[src/rtl/timing_path_stats_monitor_assert.svh]
// Assertion macros used by the tpsm_table module of the timing path statistics monitor.
// Depends on nothing; each user supplies clock and reset names.
`ifndef TIMING_PATH_STATS_MONITOR_ASSERT_SVH
`define TIMING_PATH_STATS_MONITOR_ASSERT_SVH
// Implication checked at every rising clock edge outside reset.
`define TPSM_ASSERT_IMP(label, clk, rst_n, ante, cons) \
    label: assert property (@(posedge clk) disable iff (!rst_n) (ante) |-> (cons)) \
        else $error("assertion failed");
// Implication whose consequence is checked in the cycle after the antecedent.
`define TPSM_ASSERT_NEXT(label, clk, rst_n, ante, cons) \
    label: assert property (@(posedge clk) disable iff (!rst_n) (ante) |=> (cons)) \
        else $error("assertion failed");
`endif

[src/rtl/tpsm_pkg.sv]
// Package for the timing path statistics monitor: payload types, sizes, states.
// Used by every module of the block but tpsm_ram.
`timescale 1ns / 1ps
package tpsm_pkg;
    localparam int TableEntries = 64;
    localparam int IdxW = $clog2(TableEntries);
    localparam int Window = 3;
    localparam int WinPosW = (Window > 1) ? $clog2(Window) : 1;
    localparam int EntryW = 8 + 8 + 4 * 32;
    localparam int QDepth = 2;

    typedef enum logic {
        ACT_RECORD = 1'b0,
        ACT_READ   = 1'b1
    } t_action;

    typedef struct packed {
        logic        action;
        logic [5:0]  entry_index;
        logic [7:0]  job_src;
        logic [7:0]  job_dst;
        logic [31:0] arr_time;
        logic [31:0] rel_time;
        logic [31:0] exe_time;
        logic [31:0] jitter_time;
        logic [31:0] abort_time;
    } t_in_item;

    typedef struct packed {
        logic        deadline_missed;
        logic [1:0]  misses_in_window;
        logic [1:0]  worst_misses;
        logic        dropped;
        logic        entry_valid;
        logic [7:0]  entry_src;
        logic [7:0]  entry_dst;
        logic [31:0] entry_best;
        logic [31:0] entry_worst;
        logic [31:0] entry_max_jitter;
        logic [31:0] entry_max_abort;
    } t_out_item;

    // Work item handed from the front part to the table engine.
    typedef struct packed {
        logic        is_read;
        logic [5:0]  entry_index;
        logic [7:0]  job_src;
        logic [7:0]  job_dst;
        logic [31:0] exe_time;
        logic [31:0] jitter_time;
        logic [31:0] abort_time;
        logic        deadline_missed;
        logic [1:0]  misses_in_window;
        logic [1:0]  worst_misses;
    } t_job;

    typedef struct packed {
        logic [7:0]  src;
        logic [7:0]  dst;
        logic [31:0] best;
        logic [31:0] worst;
        logic [31:0] jitter;
        logic [31:0] abort_t;
    } t_entry;

    typedef enum logic [2:0] {
        ST_IDLE,
        ST_SCAN,
        ST_CHECK,
        ST_UPDATE,
        ST_READ,
        ST_OUT
    } t_state;
endpackage

[src/rtl/tpsm_queue.sv]
// Short queue of classified jobs between the front part and the table engine.
// Depends on tpsm_pkg.
`timescale 1ns / 1ps
module tpsm_queue (
    input  logic           i_clk,
    input  logic           i_rst_n,
    input  logic           i_valid,
    output logic           o_ready,
    input  tpsm_pkg::t_job i_job,
    output logic           o_valid,
    input  logic           i_ready,
    output tpsm_pkg::t_job o_job
);
    import tpsm_pkg::*;

    t_job       r_slot [QDepth];
    logic       r_wp, r_rp;
    logic [1:0] r_cnt;
    logic       push, pop;

    assign o_ready = (r_cnt != 2'(QDepth));
    assign o_valid = (r_cnt != 2'd0);
    assign o_job   = r_slot[r_rp];
    assign push    = i_valid && o_ready;
    assign pop     = o_valid && i_ready;

    always_ff @(posedge i_clk) begin
        if (push) begin
            r_slot[r_wp] <= i_job;
        end
    end

    always_ff @(posedge i_clk) begin
        if (!i_rst_n) begin
            r_wp  <= 1'b0;
            r_rp  <= 1'b0;
            r_cnt <= '0;
        end else begin
            if (push) r_wp <= ~r_wp;
            if (pop) r_rp <= ~r_rp;
            r_cnt <= r_cnt + 2'(push) - 2'(pop);
        end
    end
endmodule

[config.mk]
export PLATFORM = sky130hd
export DESIGN_NAME = tpsm_queue
export DESIGN_NICKNAME = d
export VERILOG_FILES = /design/src/rtl/timing_path_stats_monitor_assert.svh /design/src/rtl/tpsm_pkg.sv /design/src/rtl/tpsm_queue.sv
export SDC_FILE = /design/constraint.sdc
export NUM_CORES = 1
export LEC_CHECK = 0
export ABC_CLOCK_PERIOD_IN_PS = 9600
export BUFFER_PORTS_ARGS = -buffer_cell sky130_fd_sc_hd__buf_4
export CAP_MARGIN = 5
export CORE_MARGIN = 3
export CORE_UTILIZATION = 56
export CTS_CLUSTER_DIAMETER = 60
export CTS_CLUSTER_SIZE = 16
export DETAILED_ROUTE_END_ITERATION = 8
export PLACE_DENSITY = 0.9
export SETUP_SLACK_MARGIN = 0.15
export SKIP_CTS_REPAIR_TIMING = 1
export SLEW_MARGIN = 20
export SYNTH_ARGS = -nofsm -noshare
export SYNTH_HDL_FRONTEND = slang
export SYNTH_SLANG_ARGS = --single-unit
export TNS_END_PERCENT = 5
[constraint.sdc]
create_clock -name i_clk -period 9.6 [get_ports i_clk]
set_input_delay 0.48 -clock i_clk [delete_from_list [all_inputs] [get_ports i_clk]]
set_output_delay 0.48 -clock i_clk [all_outputs]
set_load 0.005 [all_outputs]
==> summary.md <==
| Metric | Value |
|---|---|
| Status | finished clean |
| Synthesized area | 0.00942 mm^2 |
| Total gr overflow | 0 |
| Vias per cell | 5.21 |
| Routability congestion estimate | 0.709 |
| CP max FO | 76 |
| Post-synthesis sequential area ratio | 80.1% |
| Top delay family on crit path | flip-flops |
| Setup tns final | 0 ns |
| Global-route wire length before repair | 27300 um |
| HP Class | in -> reg |
| Worst skew pair latency | 0.47 ns |
| Hold Violations, Final | 0 |
| FFs w/ async S/R, synth | 0% |
| Top Ports | 254 |
| Reg2Reg Depth | 3 |
| Most used cell, CP | buf_4 |
| Final setup margin | 6.12 ns |
| TritonCTS Buffers | 19 |
| Dpl hpwl | 12700 um |
| Levels on crit path | 3 |
| Starting DRT DRC Count | 286 |
| Most common cell in the netlist | edfxtp_1 |
| CP max-delay cell | dfxtp_4 |
| Wire length per cell | 20.5 um |
| Std cell rows | 46 |
| Die width | 136 um |
| Startpoint types | flip-flop |
| Crit path buf inv count | 2 |
| Total clock sinks | 253 |
| #FFs+latches synth | 253 |
| Post-synth EDFFs | 248 |
| Critical path destination | o_job[0] |
| Worst-margin pin slew | 1.09 ns |
| Crit Reg-Reg Startpoint | r_cnt[0] |
| Post-DRT Antenna Nets | 0 |
| Worst Path Required | 9.12 ns |
| Vias in the first global route | 5112 |
| Area delta synth->final | 28.0% |
| Placement Setup Slack | 6.59 ns |
| R2R Path End | r_slot[1][3] |
| Syn avg cell area | 23.0 um^2 |
| Worst setup EP type | output port |
| Kind of critical path | reg -> out |
| Peak supply drop | 0.179 mV |
| Global-route usage over all layers | 19.3% |
| CTS tree | done |
| Post-layout util | 74.5% |
| Die ar. | 0.0184 mm^2 |
| Initial antenna violation count | 0 |
| Top cells by count, synth | 248 x edfxtp_1, 64 x mux2_2, 60 x mux2_4, 8 x buf_6, 6 x buf_2 |
| IO buf count | 253 |
| DRC viols | 0 |
| Critical Path Max Stage Delay | 1.06 ns |
| Clock root cell | clkbuf_16 |
| Synth top area share | 79.0% |
| Total core area | 0.0162 mm^2 |
| Clk slew on worst S/H paths | 0.07 ns |
| RSZ-0062 raised after global routing | false |
| Setup violators final | 0 |
| Layout cell share with drive strength beyond 1 | 59.0% |
| Die Y | 136 um |
| Top_reg_cell synth | edfxtp_1 |
| Power per cell area | 242 mW/mm^2 |
| Peak Freq | 0.287 GHz |
| Via count | 4701 |
| Detailed-router iteration count before antenna repair | 4 |
| Number of H-tree levels | 1 |
| Power, Total | 0.00292 W |
| Final Critical Period | 3.48 ns |
| Number of max-cap violations | 0 |
| Starting Density | 58.3% |
| Dominant cells by area after synthesis | edfxtp_1 79%, mux2_4 9.6%, mux2_2 7.6%, dfxtp_1 1.1%, buf_6 0.96% |
| Pin count of the biggest net entering global routing | 77 |
| R2R Setup Slk | 7.04 ns |
| Critical Path AT | 3.00 ns |
| Final nets | 804 |
| Synth area leader | edfxtp_1 |
| Sequence of cells on the critical path | buf_4 > mux2_2 > buf_4 |
| Clk buf depth | 3 |
| Total Routed Length | 18400 um |
| Ant. Diodes | 0 |
| Synth warn | 0 |
| Final Max Tran Viols | 0 |
| Synthesized Nets | 540 |
| Fin crit share | 36.3% |
| P_leak | 4.58 nW |
| Gate count of the mapped netlist | 410 |
| Yosys cell types | 18 |
| Fin Hold WS | 0.189 ns |
| Clock skew | 0.00879 ns |
| Slew margin rel. | 27.3% |
[placed cells by master (no fill, tap or decap)]
master and n:
and2_1 2, and3_4 1, buf_4 257, clkbuf_1 13, clkbuf_16 19, clkbuf_8 1, dfxtp_1 4, dfxtp_4 1
edfxtp_1 248, ha_1 2, inv_1 1, mux2_2 64, mux2_4 60, mux2i_1 1, nand2_1 2, nand2b_1 2
nor2_4 1, nor2b_1 2, o21a_1 1, or2_2 1, xnor2_1 3
[metal layers]
| metal | global-route usage, % | vias to the layer above | wire length [um] |
|---|---|---|---|
| met4 | 4.54 | 0 | 316 |
| li1 | - | 2142 | - |
| met2 | 35.1 | 208 | 9790 |
| met5 | 0 | - | 0 |
| met1 | 23.1 | 2322 | 6750 |
| met3 | 4.90 | 29 | 1590 |
[state kept, by name, indices dropped and copies added (netlist names), named ones only]
signal	flops
r_slot	248
r_wp	1
r_rp	1
r_cnt	2
[worst min-delay path by stage]
stage,to,start,depth (start not counted)
after CTS,r_slot[0][20],i_job[20],1
after floorplan,r_wp,r_wp,2
final,r_slot[0][86],i_job[86],1
after detailed placement,flip-flop,r_rp,2
after global placement,r_wp,r_wp,2
after global routing,r_slot[1][19],i_job[19],1
[power by group]
part | total (W) | switching (W) | internal [W]
sequential | 0.00147 | 0.0000816 | 0.00139
combinational | 0.000745 | 0.000295 | 0.000450
clock | 0.000706 | 0.000326 | 0.000380
[cells by family (layout without fill, tap and decap cells)]
group / count (synthesis) / after routing / synth area share [%]
flip-flops: 253 / 253 / 80.1
XOR/XNOR: 3 / 3 / 0.279
adder cells (fa/ha/maj): 2 / 2 / 0.266
AND/OR/NAND/NOR: 11 / 11 / 0.651
multiplexers: 125 / 125 / 17.3
AO/OA/AOI/OAI: 1 / 1 / 0.0797
buffers and inverters: 15 / 291 / 1.31
[cell type report]
| class | instances | area, um^2 |
|---|---|---|
| sequential | 253 | 7550 |
| fill | 875 | 4120 |
| timing repair buffer | 257 | 1930 |
| multi-input combinational | 142 | 1760 |
| clock buffer | 33 | 538 |
| tap | 216 | 270 |
| inverter | 1 | 3.75 |
[stage by stage]
stage,instance area (um^2),cells
after floorplan,9420,410
after global placement,11500,869
after detailed placement,11500,869
after CTS,12100,902
after global routing,12100,902
final,12100,902
Power figures use the tool's default switching activity.
