[src/rtl/timing_path_stats_monitor_assert.svh]
// Assertion macros used by the tpsm_table module of the timing path statistics monitor.
// Depends on nothing; each user supplies clock and reset names.
`ifndef TIMING_PATH_STATS_MONITOR_ASSERT_SVH
`define TIMING_PATH_STATS_MONITOR_ASSERT_SVH
// Implication checked at every rising clock edge outside reset.
`define TPSM_ASSERT_IMP(label, clk, rst_n, ante, cons) \
    label: assert property (@(posedge clk) disable iff (!rst_n) (ante) |-> (cons)) \
        else $error("assertion failed");
// Implication whose consequence is checked in the cycle after the antecedent.
`define TPSM_ASSERT_NEXT(label, clk, rst_n, ante, cons) \
    label: assert property (@(posedge clk) disable iff (!rst_n) (ante) |=> (cons)) \
        else $error("assertion failed");
`endif

[src/rtl/tpsm_pkg.sv]
// Package for the timing path statistics monitor: payload types, sizes, states.
// Used by every module of the block but tpsm_ram.
`timescale 1ns / 1ps
package tpsm_pkg;
    localparam int TableEntries = 64;
    localparam int IdxW = $clog2(TableEntries);
    localparam int Window = 3;
    localparam int WinPosW = (Window > 1) ? $clog2(Window) : 1;
    localparam int EntryW = 8 + 8 + 4 * 32;
    localparam int QDepth = 2;

    typedef enum logic {
        ACT_RECORD = 1'b0,
        ACT_READ   = 1'b1
    } t_action;

    typedef struct packed {
        logic        action;
        logic [5:0]  entry_index;
        logic [7:0]  job_src;
        logic [7:0]  job_dst;
        logic [31:0] arr_time;
        logic [31:0] rel_time;
        logic [31:0] exe_time;
        logic [31:0] jitter_time;
        logic [31:0] abort_time;
    } t_in_item;

    typedef struct packed {
        logic        deadline_missed;
        logic [1:0]  misses_in_window;
        logic [1:0]  worst_misses;
        logic        dropped;
        logic        entry_valid;
        logic [7:0]  entry_src;
        logic [7:0]  entry_dst;
        logic [31:0] entry_best;
        logic [31:0] entry_worst;
        logic [31:0] entry_max_jitter;
        logic [31:0] entry_max_abort;
    } t_out_item;

    // Work item handed from the front part to the table engine.
    typedef struct packed {
        logic        is_read;
        logic [5:0]  entry_index;
        logic [7:0]  job_src;
        logic [7:0]  job_dst;
        logic [31:0] exe_time;
        logic [31:0] jitter_time;
        logic [31:0] abort_time;
        logic        deadline_missed;
        logic [1:0]  misses_in_window;
        logic [1:0]  worst_misses;
    } t_job;

    typedef struct packed {
        logic [7:0]  src;
        logic [7:0]  dst;
        logic [31:0] best;
        logic [31:0] worst;
        logic [31:0] jitter;
        logic [31:0] abort_t;
    } t_entry;

    typedef enum logic [2:0] {
        ST_IDLE,
        ST_SCAN,
        ST_CHECK,
        ST_UPDATE,
        ST_READ,
        ST_OUT
    } t_state;
endpackage

[src/rtl/tpsm_front.sv]
// Front part: takes input beats, computes the deadline flag, keeps the miss ring.
// Depends on tpsm_pkg.
`timescale 1ns / 1ps
module tpsm_front (
    input  logic               i_clk,
    input  logic               i_rst_n,
    input  logic               i_valid,
    output logic               o_ready,
    input  tpsm_pkg::t_in_item i_item,
    input  logic [31:0]        i_deadline,
    output logic               o_job_valid,
    input  logic               i_job_ready,
    output tpsm_pkg::t_job     o_job
);
    import tpsm_pkg::*;

    logic [Window-1:0]  r_ring, n_ring;
    logic [WinPosW-1:0] r_pos, n_pos;
    logic [1:0]         r_worst, n_worst;
    logic               miss, accept;
    logic [32:0]        lhs, rhs;
    logic [1:0]         cnt_now, cnt_new;

    function automatic logic [1:0] sat_count(input logic [Window-1:0] ring);
        logic [5:0] n;
        n = '0;
        for (int j = 0; j < Window; j++) begin
            n = n + 6'(ring[j]);
        end
        return (n > 6'd3) ? 2'd3 : n[1:0];
    endfunction

    assign o_ready = i_job_ready;
    assign accept  = i_valid && i_job_ready;
    assign lhs     = {1'b0, i_item.rel_time} + {1'b0, i_item.exe_time};
    assign rhs     = {1'b0, i_item.arr_time} + {1'b0, i_deadline};
    assign miss    = lhs > rhs;

    always_comb begin
        n_ring = r_ring;
        n_ring[r_pos] = miss;
        cnt_now = sat_count(r_ring);
        cnt_new = sat_count(n_ring);
        n_pos = (r_pos == WinPosW'(Window - 1)) ? '0 : r_pos + 1'b1;
        n_worst = (cnt_new > r_worst) ? cnt_new : r_worst;
    end

    always_ff @(posedge i_clk) begin
        if (!i_rst_n) begin
            r_ring  <= '0;
            r_pos   <= '0;
            r_worst <= '0;
        end else if (accept && i_item.action == ACT_RECORD) begin
            r_ring  <= n_ring;
            r_pos   <= n_pos;
            r_worst <= n_worst;
        end
    end

    always_comb begin
        o_job_valid            = i_valid;
        o_job.is_read          = (i_item.action == ACT_READ);
        o_job.entry_index      = i_item.entry_index;
        o_job.job_src          = i_item.job_src;
        o_job.job_dst          = i_item.job_dst;
        o_job.exe_time         = i_item.exe_time;
        o_job.jitter_time      = i_item.jitter_time;
        o_job.abort_time       = i_item.abort_time;
        o_job.deadline_missed  = o_job.is_read ? 1'b0 : miss;
        o_job.misses_in_window = o_job.is_read ? cnt_now : cnt_new;
        o_job.worst_misses     = o_job.is_read ? r_worst : n_worst;
    end
endmodule

[config.mk]
export PLATFORM = sky130hd
export DESIGN_NAME = tpsm_front
export DESIGN_NICKNAME = d
export VERILOG_FILES = /design/src/rtl/timing_path_stats_monitor_assert.svh /design/src/rtl/tpsm_pkg.sv /design/src/rtl/tpsm_front.sv
export SDC_FILE = /design/constraint.sdc
export NUM_CORES = 1
export LEC_CHECK = 0
export ABC_AREA = 1
export BUFFER_PORTS_ARGS = -buffer_cell sky130_fd_sc_hd__buf_2
export CORE_AREA = 4 4 134 136
export DETAILED_ROUTE_END_ITERATION = 8
export DIE_AREA = 0 0 138 140
export PLACE_DENSITY = 0.68
export SYNTH_ARGS = -nofsm -noshare
export SYNTH_HDL_FRONTEND = slang
export SYNTH_SLANG_ARGS = --single-unit
[constraint.sdc]
create_clock -name i_clk -period 9.5 [get_ports i_clk]
set_clock_uncertainty 0.05 [all_clocks]
set_input_delay 2.375 -clock i_clk [delete_from_list [all_inputs] [get_ports i_clk]]
set_output_delay 2.375 -clock i_clk [all_outputs]
set_load 0.01 [all_outputs]
==> summary.txt <==
CTS
  – CTS tree: built
  – Clk buf depth: 2
  – CTS buffer count: 3
  – Post-CTS Setup Repair Bufs: 0
  – Cts repair resizes: 0
  – Clock Pin Slew Worst Setup and Hold Paths: 0.04 ns
  – CTS H-tree depth: 1
  – Hold Buf Count CTS: 0
  – CTS root buf: clkbuf_16
  – Clock Latency Late Sink: 0.23 ns
  – Clk sinks: 7

Floorplanning
  – Placement row count: 48
  – # IOs: 345
  – Die area: 0.0193 mm²
  – Die Height: 140 µm
  – Initial core utilization: 0.360
  – Die W: 138 µm
  – Core area: 0.0169 mm²

Synth
  – Synth Warn #: 0
  – Most frequent cell after synthesis: nand2_1
  – Cell taking the most area after synthesis: ha_1
  – Async SR Flop Fraction: 0
  – Syn_area_per_cell: 6.06 µm²
  – Number of synthesized flops with an enable pin: 0
  – Ys flop type: dfxtp_1
  – Post-Syn Instances: just over 1000
  – Top post-synthesis cells by area: ha_1, buf_4, nand2_1, inv_1, a21oi_1
  – Post-synth top area share: 0.205
  – Post-Syn Area: 0.00609 mm²
  – Synth cell count leaders: nand2_1, inv_1, buf_4
  – #FFs+latches synth: 7
  – Register area share after synthesis: 0.0230
  – Distinct cells, synth: 37
  – Syn_nets: 1329

Layout
  – Filler cell count: about 1900
  – Final layout net count: 1385
  – Diodes inserted: 0
  – Layout Utilization: 0.381
  – Area growth, synth to finish: 5.98%
  – Ratio of cells with drive above 1 in the final layout: 0.207

STA
  – Fmax: 110 MHz
  – Worst-Margin Slew: 0.378 ns
  – Tcrit/Tclk final: 0.954
  – Unrepaired setup endpoints after global routing: false
  – Slew Viols, Final: 0
  – Final setup TNS: 0 ns
  – Final Hold Vio Count: 0
  – Final min period: 9.06 ns
  – Setup violators final: 0
  – Slew headroom: 0.745

Critical path
  – WP buf/inv: 3
  – Reg2Reg Depth: 13
  – Worst reg2reg setup slack: 7.33 ns
  – Setup crit end kind: output port
  – Worst setup SP type: input port
  – CP arrival: between 6 and 7 ns
  – Critical path peak fanout: 4
  – Slowest stage delay, CP: 0.55 ns
  – Cell mode on critical path: nand2_1
  – Crit Path Class: input port to output port
  – WP data required: 7.08 ns
  – Reg-to-Reg End: r_worst[0]
  – Crit-path leading delay family: simple AND/OR/NAND/NOR gates
  – Critical path depth: 27
  – Worst reg2reg path startpoint: r_pos[0]
  – Crit path from: i_item[134]
  – Crit-path slowest cell: fa_1
  – Worst setup path end: o_job[0]

Power
  – Leak pwr: ~0.0035 µW
  – PwrDens: around 90 mW/mm²
  – Peak VDD IR: 0.0535 mV

Routing
  – # DRC: 0
  – Mean routed wirelength per cell: about 13 µm
  – DR iter-0 viols: 379
  – DRT Pass-1 Iters: 5
  – Final ANT Viol Nets: 0
  – Final wirelength: 17300 µm
  – DR vias/cell: 4.84
  – Vias: 6223

Global routing
  – Total grt overflow: 0
  – Maximum number of pins on one net before global-route repair: 10
  – First-pass GRT wire length: ~28000 µm
  – Initial antenna violation count: 0
  – Overall global routing resource usage: 0.171
  – Vias in the first global route: 5906

Placement
  – DP HPWL: 15800 µm
  – Final GP Congestion: 0.944
  – Port bufs: 172

Job
  – # Max-Cap Violations: 0

Hold path
  – Min-delay worst type: register to register

Status
  – Outcome: complete, no violations
final cells by class:
type                       count  area [µm²]  share of cell area
multi-input combinational    741        4580               0.709
timing repair buffer         172         861               0.133
clock buffer                   3        75.1              0.0116
tap                          225         282              0.0436
sequential                     7         140              0.0217
inverter                     137         514              0.0797
clock inverter                 1        5.00            0.000775
tightest hold or removal path: cells and delay by family (launching register included):
family                 cells  cell delay [ns]
and+or+nand+nor            1             0.06
buffers and inverters      1             0.07
AOI/OAI and AO/OA          1             0.05
DFF                        1             0.32
worst min path at each step:
stage	depth (start not counted)	from	slack [ns]	end
after floorplan	3	r_pos[1]	0.46	r_pos[0]
after global placement	3	r_pos[1]	0.49	r_pos[0]
after detailed placement	3	r_pos[1]	0.48	r_pos[0]
after CTS	3	r_pos[1]	0.49	r_pos[0]
after global routing	3	r_pos[1]	0.55	r_pos[0]
final	3	r_pos[1]	0.50	r_pos[0]
sequential cells by signal, indices dropped and copies added (netlist names):
register and count:
r_pos 2, r_ring 3, r_worst 2
layer usage:
layer  GRT usage  vias up  routed length [µm]
met5           0        -                   0
met3      0.0253       40                1330
met1       0.231     2691                7870
li1            -     3258                   -
met4      0.0359        0                 338
met2       0.290      234                7800
kinds of logic after synthesis:
kind of cell | after synthesis | share of synthesized area
xor+xnor | 46 | 0.0674
fa+ha+maj | 104 | 0.219
flops | 7 | 0.0230
simple gates | 403 | 0.271
buf+inv | 258 | 0.234
compound gates | 188 | 0.186
where the power goes:
group,total [µW],internal [µW],switching (µW)
Combinational,477,189,288
Sequential,32.1,30.8,1.27
Clock,72.5,55.3,17.2
Total,582,275,307
through the flow:
step	setup slack [ns]	hold slack, ns	total power [µW]	cell area [µm²]	cells
global placement	0.291	0.492	498	6330	1282
global route	0.0271	0.551	663	6460	1286
CTS	0.178	0.494	580	6410	1286
detailed placement	0.201	0.485	503	6330	1282
finish	0.436	0.497	582	6460	1286
floorplan	0.923	0.459	414	6090	1006
cell usage in the layout (no fill, tap or decap), drive strengths merged, types with 8 or more instances in the layout:
master  netlist  layout
nand2       245     245
buf         121     172
inv         135     135
ha          100     100
nor2        100     100
a21oi        79      79
o21ai        55      55
nand3        42      42
xor2         30      30
o21bai       19      19
xnor2        16      16
a21o         11      11
nand4        11      11
a31oi         8       8
No activity file was read; power rests on OpenSTA's default activity.
